==> src/design/kch_pkg.sv <==
// ----------------------------------------------------------------------------
// kch_pkg: shared definitions for the k-mer count histogram
// Sizes, opcodes, controller states and the character helpers used by the
// datapath.
// ----------------------------------------------------------------------------
`default_nettype none
package kch_pkg;

   // Longest counted k-mer in bases, and the table index width it implies.
   localparam int MAX_WORD    = 8;
   localparam int TABLE_BITS  = 2 * MAX_WORD;
   localparam int TABLE_DEPTH = 1 << TABLE_BITS;
   localparam int COUNT_BITS  = 32;
   localparam int WS_BITS     = 4;
   localparam int RUN_BITS    = $clog2(MAX_WORD + 1);
   localparam int SHIFT_BITS  = $clog2(TABLE_BITS + 1);

   localparam logic [WS_BITS-1:0]  WS_RESET  = WS_BITS'(5);
   localparam logic [7:0]          CHAR_LF   = 8'h0A;
   localparam logic [1:0]          PHASE_SEQ = 2'd1;
   localparam logic [COUNT_BITS-1:0] COUNT_MAX = {COUNT_BITS{1'b1}};

   typedef enum logic [1:0] {
      OP_BYTE     = 2'd0,
      OP_NEW_FILE = 2'd1,
      OP_QUERY    = 2'd2
   } kch_op_type;

   typedef enum logic [1:0] {
      ST_CLEAR,
      ST_IDLE,
      ST_LOOKUP,
      ST_HOLD
   } kch_state_type;

   // Commands from the controller to the datapath.
   typedef struct packed {
      logic accept;
      logic clear_we;
      logic incr_we;
      logic rsp_load;
   } kch_cmd_type;

   // Status from the datapath to the controller.
   typedef struct packed {
      logic clear_done;
      logic needs_lookup;
      logic pend_query;
      logic rsp_busy;
   } kch_stat_type;

   // Base code of a character: bit 2 marks a valid base, bits 1:0 the code.
   function automatic logic [2:0] base_code(input logic [7:0] chr);
      logic [7:0] up;
      logic [2:0] res;
      up = chr;
      if (chr inside {[8'h61:8'h7A]}) begin
         up = chr - 8'd32;
      end
      case (up)
         8'h41:   res = 3'b100;
         8'h43:   res = 3'b101;
         8'h47:   res = 3'b110;
         8'h54:   res = 3'b111;
         default: res = 3'b000;
      endcase
      return res;
   endfunction

   // Mask keeping the low 2k bits of a table index.
   function automatic logic [TABLE_BITS-1:0] word_mask(input logic [WS_BITS-1:0] k);
      logic [SHIFT_BITS-1:0] sh;
      sh = SHIFT_BITS'({k, 1'b0});
      return ~({TABLE_BITS{1'b1}} << sh);
   endfunction

endpackage
`default_nettype wire

==> src/design/kch_ctrl.sv <==
// ----------------------------------------------------------------------------
// kch_ctrl: controller of the k-mer count histogram
// Sequences the table clearing pass, request intake, count write-back and
// result hand-over.
// ----------------------------------------------------------------------------
`default_nettype none
module kch_ctrl
   import kch_pkg::*;
(
   input  wire logic         clock,
   input  wire logic         reset,
   input  wire logic         req_tvalid,
   output logic              req_tready,
   input  wire kch_stat_type stat,
   output kch_cmd_type       cmd
);

   kch_state_type state_ff, state_in;

   // State register.
   always_ff @(posedge clock) begin
      if (reset) begin
         state_ff <= ST_CLEAR;
      end else begin
         state_ff <= state_in;
      end
   end

   // Next state.
   always_comb begin
      state_in = state_ff;
      case (state_ff)
         ST_CLEAR: begin
            if (stat.clear_done) state_in = ST_IDLE;
         end
         ST_IDLE: begin
            if (req_tvalid && stat.needs_lookup) state_in = ST_LOOKUP;
         end
         ST_LOOKUP: begin
            if (stat.pend_query && stat.rsp_busy) state_in = ST_HOLD;
            else state_in = ST_IDLE;
         end
         ST_HOLD: begin
            if (!stat.rsp_busy) state_in = ST_IDLE;
         end
         default: state_in = ST_CLEAR;
      endcase
   end

   // Outputs.
   always_comb begin
      req_tready   = 1'b0;
      cmd          = '0;
      case (state_ff)
         ST_CLEAR: begin
            cmd.clear_we = 1'b1;
         end
         ST_IDLE: begin
            req_tready = 1'b1;
            cmd.accept = req_tvalid;
         end
         ST_LOOKUP: begin
            cmd.incr_we  = !stat.pend_query;
            cmd.rsp_load = stat.pend_query && !stat.rsp_busy;
         end
         ST_HOLD: begin
            cmd.rsp_load = !stat.rsp_busy;
         end
         default: begin
            req_tready = 1'b0;
         end
      endcase
   end

endmodule
`default_nettype wire

==> config.mk <==
export PLATFORM = sky130hd
export DESIGN_NAME = kch_ctrl
export DESIGN_NICKNAME = d
export VERILOG_FILES = /design/src/design/kch_pkg.sv /design/src/design/kch_ctrl.sv
export SDC_FILE = /design/constraint.sdc
export NUM_CORES = 1
export LEC_CHECK = 0
export BUFFER_PORTS_ARGS = -buffer_cell sky130_fd_sc_hd__buf_2
export CORE_AREA = 2 2 39 41
export CTS_CLUSTER_DIAMETER = 200
export DETAILED_ROUTE_END_ITERATION = 7
export DIE_AREA = 0 0 41 43
export GPL_TIMING_DRIVEN = 0
export SKIP_CTS_REPAIR_TIMING = 1
export SKIP_LAST_GASP = 1
export SYNTH_ARGS = -nofsm -noshare
export SYNTH_HDL_FRONTEND = slang
export SYNTH_SLANG_ARGS = --single-unit
==> constraint.sdc <==
create_clock -name clock -period 3.14 [get_ports clock]
set_input_delay 0.314 -clock clock [delete_from_list [all_inputs] [get_ports clock]]
set_output_delay 0.314 -clock clock [all_outputs]
set_load 0.005 [all_outputs]
=== Yosys cells after proc, flatten, opt, wreduce, memory -nomap -nowiden ===
Cells that the tools add are included.

* Register bits after elaboration: 2
* Input port bits: 7
* Word-level logic and storage cells: 24
* Output and inout bits: 5

* Eq/ne operators: 6
* Reduce and logical (&&, ||, !) cells: 7
* Multiplexer cells: 10

{| class="wikitable"
|+ Operators by type and width
! kind !! number
|-
| two-way mux 2 bit || 4
|-
| case mux 2 bit (4 select lines) || 1
|-
| inequality test 2 bit (second input constant) || 3
|-
| equality test 2 bit (second input constant) || 2
|-
| two-way mux 1 bit || 4
|-
| logical AND 1 bit || 3
|-
| AND reduction 3 bit || 1
|-
| equality test 2 x 1 -> 1 bit (second input constant) || 1
|-
| logical NOT 1 bit || 2
|-
| logical NOT 2 bit || 1
|-
| case mux 1 bit (2 select lines) || 1
|}

=== Longest topological paths before layout ===
Gate-level depths: netlist of run 1.

* Word-level depth: 3
* Depth in mapped cells: 5
* Depth with buffers taken out: 5

=== Least setup slack after synthesis of run 1 ===
OpenSTA, ideal clock, no wires.

* Path type: reg-to-reg
* From: register state_ff[0]
* To: register state_ff[1]
* Clock period less this slack: 1.498 ns
* Library setup time: 0.088 ns
* Data arrival time: 1.410 ns
* Required time: 3.052 ns
* Setup slack: 1.642 ns
* Buffers on the path: 0
* Stages on the path, launching flop included: 6
* Path through: dfxtp_1 > inv_1 > ha_1 > nor2b_1 > or4_4 > o32ai_2

* Cells in the longest elaborated chain, start to end: 3
* Elaborated cells on any way between the ends: 9
* Classes of those cells: eq/ne (6); mux (1); reduce/logical (2)

{| class="wikitable"
|+ Ends and longest elaborated chain
! element !! RTL line !! RTL
|-
| start, declared || kch_ctrl.sv:18 || <nowiki>kch_state_type state_ff, state_in;</nowiki>
|-
| start signal, assigned || kch_ctrl.sv:25 || <nowiki>state_ff <= state_in;</nowiki>
|-
| equality test 2 x 1 -> 1 bit (tied with other cells) || kch_ctrl.sv:32 || <nowiki>case (state_ff)</nowiki>
|-
| inequality test 2 bit (no source line) || -- ||
|-
| AND reduction 3 bit (no source line) || -- ||
|}

Several ways; a longest one is shown, not always the timed one.
A chain may end at the register's enable or synchronous reset.

=== Worst setup path after layout of run 1 ===
Same ends and word-level chain as after synthesis.

==> results.json, run 1 <==
{
  "outcome": "finished, final reports clean",
  "power_density_nw_per_um2": 399,
  "cts_tree": "done",
  "drtAntennaViolNets": 0,
  "largest_reg_flops": 2,
  "nNetsFinal": 52,
  "top_register": "state_ff",
  "io_buffers": 11,
  "yosys.cell_types.count": 16,
  "critPathKind": "reg2reg",
  "yosysSeqAreaShare": 0.183,
  "drive_gt1_frac": 0.474,
  "fin_skew_ns": 0.00271,
  "hp-start": "reset",
  "fin_crit_sh": 0.503,
  "num_rows": 14,
  "clk_pin_slew_ns": 0.03,
  "postSynthAreaPerCell_um2": 9.12,
  "min_to": "state_ff[0]$_SDFFE_PP0P_",
  "required_ns": 3.27,
  "clk_path_buf_depth": 2,
  "cts.sinks": 2,
  "end_kind": "flip-flop",
  "synth_top_area_cell": "ha_1",
  "finalCriticalPeriod_ns": 1.58,
  "maxCapViolations": 0,
  "synth_area_leaders": "ha_1 29%, dfxtp_1 18%, o32ai_2 7.4%",
  "grt_pass1_vias": 231,
  "overflow": 0,
  "synth_nets": 36,
  "vias_per_cell": 3.94,
  "hold_viol": 0,
  "utilization": 0.229,
  "grt_use_total": 0.0771,
  "irDropWorstVdd_mv": 0.123,
  "reg2reg_setup_slack_ns": 1.56,
  "rsz0062_at_grt": "no",
  "slew_violations": 0,
  "fp.dieH_um": 43,
  "synth-seq-cells": 2,
  "routedWlPerCell_um": 8.65,
  "routed_wirelength_um": 467,
  "grt_pass1_wl_um": 855,
  "htree_levels": 1,
  "first_iter_violations": 4,
  "synth.top_cell.area_share": 0.286,
  "p_total_mw": 0.126,
  "syn_area_um2": 219,
  "drt_first_pass_iters": 2,
  "die-area_um2": 1760,
  "finalSetupTns_ns": 0,
  "netlist_instances": 24,
  "yosysWarnings": 0,
  "core-area_um2": 1380,
  "maxSlewHeadroom": 0.838,
  "worstReg2RegStart": "state_ff[0]$_SDFFE_PP0P_",
  "setup_viol": 0,
  "fp.dieW_um": 41,
  "leakage_nw": 0.155,
  "cp_max_fo": 5,
  "grt_max_degree": 6,
  "top_regs": "state_ff (2)",
  "antenna_found_initial": 0,
  "whs_path_depth": 2,
  "drc_errors": 0,
  "gp_congestion": 0.602,
  "start_util": 0.158,
  "cts-buffers-inserted": 3,
  "vias": 213,
  "diodes": 0,
  "clock_latency_ns": 0.22,
  "area_growth_pct": 44.6,
  "crit_arrival_ns": 1.71,
  "hold_path_class": "in2reg",
  "cp-start-kind": "flip-flop",
  "r2r_cells": 5,
  "clockRootBuffer": "clkbuf_4",
  "r2r-end": "state_ff[1]$_SDFFE_PP0P_",
  "worstMarginPinSlew_ns": 0.242,
  "fmax_mhz": 633,
  "ios": 12
}
==> synthesized netlist by cell type <==
cell type and n:
a21boi_1 1, a21oi_1 2, and2_1 1, o31ai_1 1, nor2_1 1, nor2b_1 2
o32ai_2 1, a31oi_1 1, nand2b_1 1, and2_4 1, nor3_1 1, ha_1 5
or4_4 1, dfxtp_1 2, or3_2 1, inv_1 2
==> cells by family (layout without fill, tap and decap cells) <==
group | Yosys count | count (layout) | share of synthesized area
buf+inv | 2 | 16 | 0.0343
simple gates | 9 | 9 | 0.280
compound gates | 6 | 6 | 0.217
fa+ha+maj | 5 | 5 | 0.286
flops | 2 | 2 | 0.183
==> how the worst max path moves through the flow <==
stage,from,end,slack [ns],cells past startpoint
3_3_place_gp,state_ff[0]$_SDFFE_PP0P_,state_ff[1]$_SDFFE_PP0P_,1.55,5
5_1_grt,state_ff[0]$_SDFFE_PP0P_,state_ff[1]$_SDFFE_PP0P_,1.46,5
3_5_place_dp,state_ff[0]$_SDFFE_PP0P_,state_ff[1]$_SDFFE_PP0P_,1.56,5
6_report,state_ff[0]$_SDFFE_PP0P_,state_ff[1]$_SDFFE_PP0P_,1.56,5
2_1_floorplan,state_ff[0]$_SDFFE_PP0P_,state_ff[1]$_SDFFE_PP0P_,1.64,5
4_1_cts,state_ff[0]$_SDFFE_PP0P_,state_ff[1]$_SDFFE_PP0P_,1.54,5
==> layout by cell type (no fill, tap or decap), types with 2 or more instances in the layout <==
master    count
buf_2        11
dfxtp_1       2
nor2b_1       2
clkbuf_4      3
a21oi_1       2
inv_1         2
ha_1          5
==> metrics by stage <==
stage          hold slack [ns]  area [µm²]  setup slack (ns)  instances
2_1_floorplan            0.383         219              1.64         24
3_3_place_gp             0.522         294              1.55         51
3_5_place_dp             0.523         294              1.56         51
4_1_cts                  0.282         317              1.54         54
5_1_grt                  0.294         317              1.46         54
6_report                 0.292         317              1.56         54
==> routing by layer <==
| layer | GRT usage | vias up | share of wire |
|---|---|---|---|
| met5 | 0 | - | 0 |
| met4 | 0.0600 | 0 | 0 |
| met3 | 0.0628 | 0 | 0.077 |
| met2 | 0.106 | 7 | 0.49 |
| met1 | 0.0701 | 91 | 0.43 |
| li1 | - | 115 | - |
==> worst max-delay path, cell delays in order, from the launching register on <==
cell and delay [ns]:
dfxtp_1 0.40, inv_1 0.09, ha_1 0.21, nor2b_1 0.16
or4_4 0.54, o32ai_2 0.09
==> cell type report <==
type / instances / area [µm²]
Tap cell: 16 / 20.0
Clock buffer: 3 / 22.5
Inverter: 2 / 7.51
Timing Repair Buffer: 11 / 55.1
Fill cell: 164 / 1070
Sequential cell: 2 / 40.0
Multi-Input combinational cell: 20 / 171
==> report_power, final <==
group          switching (mW)  total, mW  internal (mW)
clock                  0.0143     0.0565         0.0421
sequential            0.00303     0.0312         0.0281
combinational          0.0181     0.0387         0.0206
Note: power is estimated with default switching activity, not from simulation.
==> run 2, diff against run 1 <==
Clock period 3.14 ns to 1.4 ns, I/O delays scaled along.
==> run 2 against run 1 <==
Net effect: the run now ends with setup timing left; setup slack lost 1.6 ns; register-to-register slack worse by 1.6 ns; utilization is 4.2 points higher; cell area grew 19%; die area unchanged; critical endpoint unchanged; via count grew 4.2%; highest routed layer unchanged; flip-flop and latch count stayed put.
==> results.json, run 2 (synthesis results as in run 1) <==
{
  "outcome": "complete, but fails checks",
  "violations": "setup timing",
  "fin_area_um2": 375,
  "leakage_nw": 0.166,
  "ios": 12,
  "fp.dieW_um": 41,
  "maxCapViolations": 0,
  "area.sequential_um2": 47.5,
  "top_register": "state_ff",
  "irDropWorstVdd_mv": 0.335,
  "hold_path_class": "in2reg",
  "clock_latency_ns": 0.22,
  "clk_path_buf_depth": 2,
  "grt_max_degree": 6,
  "gp_congestion": 0.655,
  "end_kind": "flip-flop",
  "routed_wirelength_um": 478,
  "fill_cells": 153,
  "largest_reg_flops": 2,
  "critPathKind": "reg2reg",
  "fp.dieH_um": 43,
  "fin_crit_sh": 1.03,
  "cts.sinks": 2,
  "setup_viol": 1,
  "finalCriticalPeriod_ns": 1.44,
  "die-area_um2": 1760,
  "final_common_cell": "buf_2",
  "routedWlPerCell_um": 8.85,
  "drive_gt1_frac": 0.711,
  "layout_common_cells": "11 x buf_2, 3 x clkbuf_4",
  "antenna_found_initial": 0,
  "drc_errors": 0,
  "dp_hpwl_um": 411,
  "grt_pass1_wl_um": 883,
  "cp_max_fo": 5,
  "vias_per_cell": 4.11,
  "maxSlewHeadroom": 0.856,
  "hold_viol": 0,
  "cts-buffers-inserted": 3,
  "fmax_mhz": 697,
  "first_iter_violations": 3,
  "clk_pin_slew_ns": 0.03,
  "clockRootBuffer": "clkbuf_4",
  "crit_arrival_ns": 1.56,
  "slew_violations": 0,
  "drtAntennaViolNets": 0,
  "core-area_um2": 1380,
  "top_regs": "state_ff (2)",
  "grt_pass1_vias": 247,
  "rsz0062_at_grt": "yes",
  "hold-worst-slack_ns": 0.109,
  "power_density_nw_per_um2": 819,
  "drt_first_pass_iters": 2,
  "overflow": 0,
  "grt_use_total": 0.0791,
  "layout_setup_ws_ns": -0.0351,
  "nNetsFinal": 52,
  "required_ns": 1.52,
  "htree_levels": 1,
  "worstMarginPinSlew_ns": 0.214,
  "start_util": 0.158,
  "num_rows": 14,
  "multi_input_area_um2": 218,
  "cts_tree": "done",
  "placed_cell_area_um2": 307,
  "vias": 222,
  "cp-start-kind": "flip-flop",
  "area_growth_pct": 71.4,
  "diodes": 0,
  "io_buffers": 11,
  "fin_skew_ns": 0.00142
}
## run 2: changes by cell type in the layout (fill, tap and decap cells not counted), moves of 2 or more
cell	change
dfxtp_1	-2
dfxtp_4	+2
ha_1	-3
ha_4	+2
inv_1	-2
inv_4	+2
## run 2: final cells by class
cell class / count / area share
multi-input combinational: 20 / 0.580
timing repair buffer: 11 / 0.147
sequential: 2 / 0.127
clock buffer: 3 / 0.0600
tap: 16 / 0.0533
inverter: 2 / 0.0333
## run 2: metrics by stage
step | setup WS [ns] | setup TNS [ns] | util | cells | power, mW
2_1_floorplan | 0.0122 | 0 | - | 24 | 0.135
3_3_place_gp | -0.0453 | -0.0453 | 0.222 | 51 | 0.167
3_5_place_dp | -0.0609 | -0.0609 | 0.222 | 51 | 0.170
4_1_cts | -0.0672 | -0.0672 | 0.238 | 54 | 0.303
5_1_grt | -0.0902 | -0.117 | 0.271 | 54 | 0.344
6_report | -0.0351 | -0.0351 | 0.271 | 54 | 0.308
## run 2: final timing paths
kind,startpoint,to,slack [ns],cells after the start
worst min register to register,state_ff[0]$_SDFFE_PP0P_,state_ff[0]$_SDFFE_PP0P_,0.54,2
worst min-delay path,reset,state_ff[0]$_SDFFE_PP0P_,0.11,2
worst max register to register,state_ff[0]$_SDFFE_PP0P_,state_ff[1]$_SDFFE_PP0P_,-0.04,5
worst max-delay path,state_ff[0]$_SDFFE_PP0P_,state_ff[1]$_SDFFE_PP0P_,-0.04,5
## run 2: critical path, stage by stage, from the launching register on
cell	delay, ns
dfxtp_4	0.38
inv_4	0.05
ha_4	0.15
nor2b_4	0.13
or4_4	0.51
o32ai_2	0.13
## run 2: metal layers
metal / vias to the layer above / global-route usage / wire (µm)
li1: 118 / - / -
met1: 100 / 0.0669 / 162
met2: 4 / 0.125 / 294
met3: 0 / 0.0471 / 22
met4: 0 / 0.0600 / 0
met5: - / 0 / 0
## run 2: where the power goes
| group | internal, mW | switching (mW) | leakage, nW |
|---|---|---|---|
| Clock | 0.0943 | 0.0298 | 0.0138 |
| Combinational | 0.0613 | 0.0460 | 0.134 |
| Sequential | 0.0636 | 0.0125 | 0.0178 |
| Total | 0.219 | 0.0883 | 0.166 |
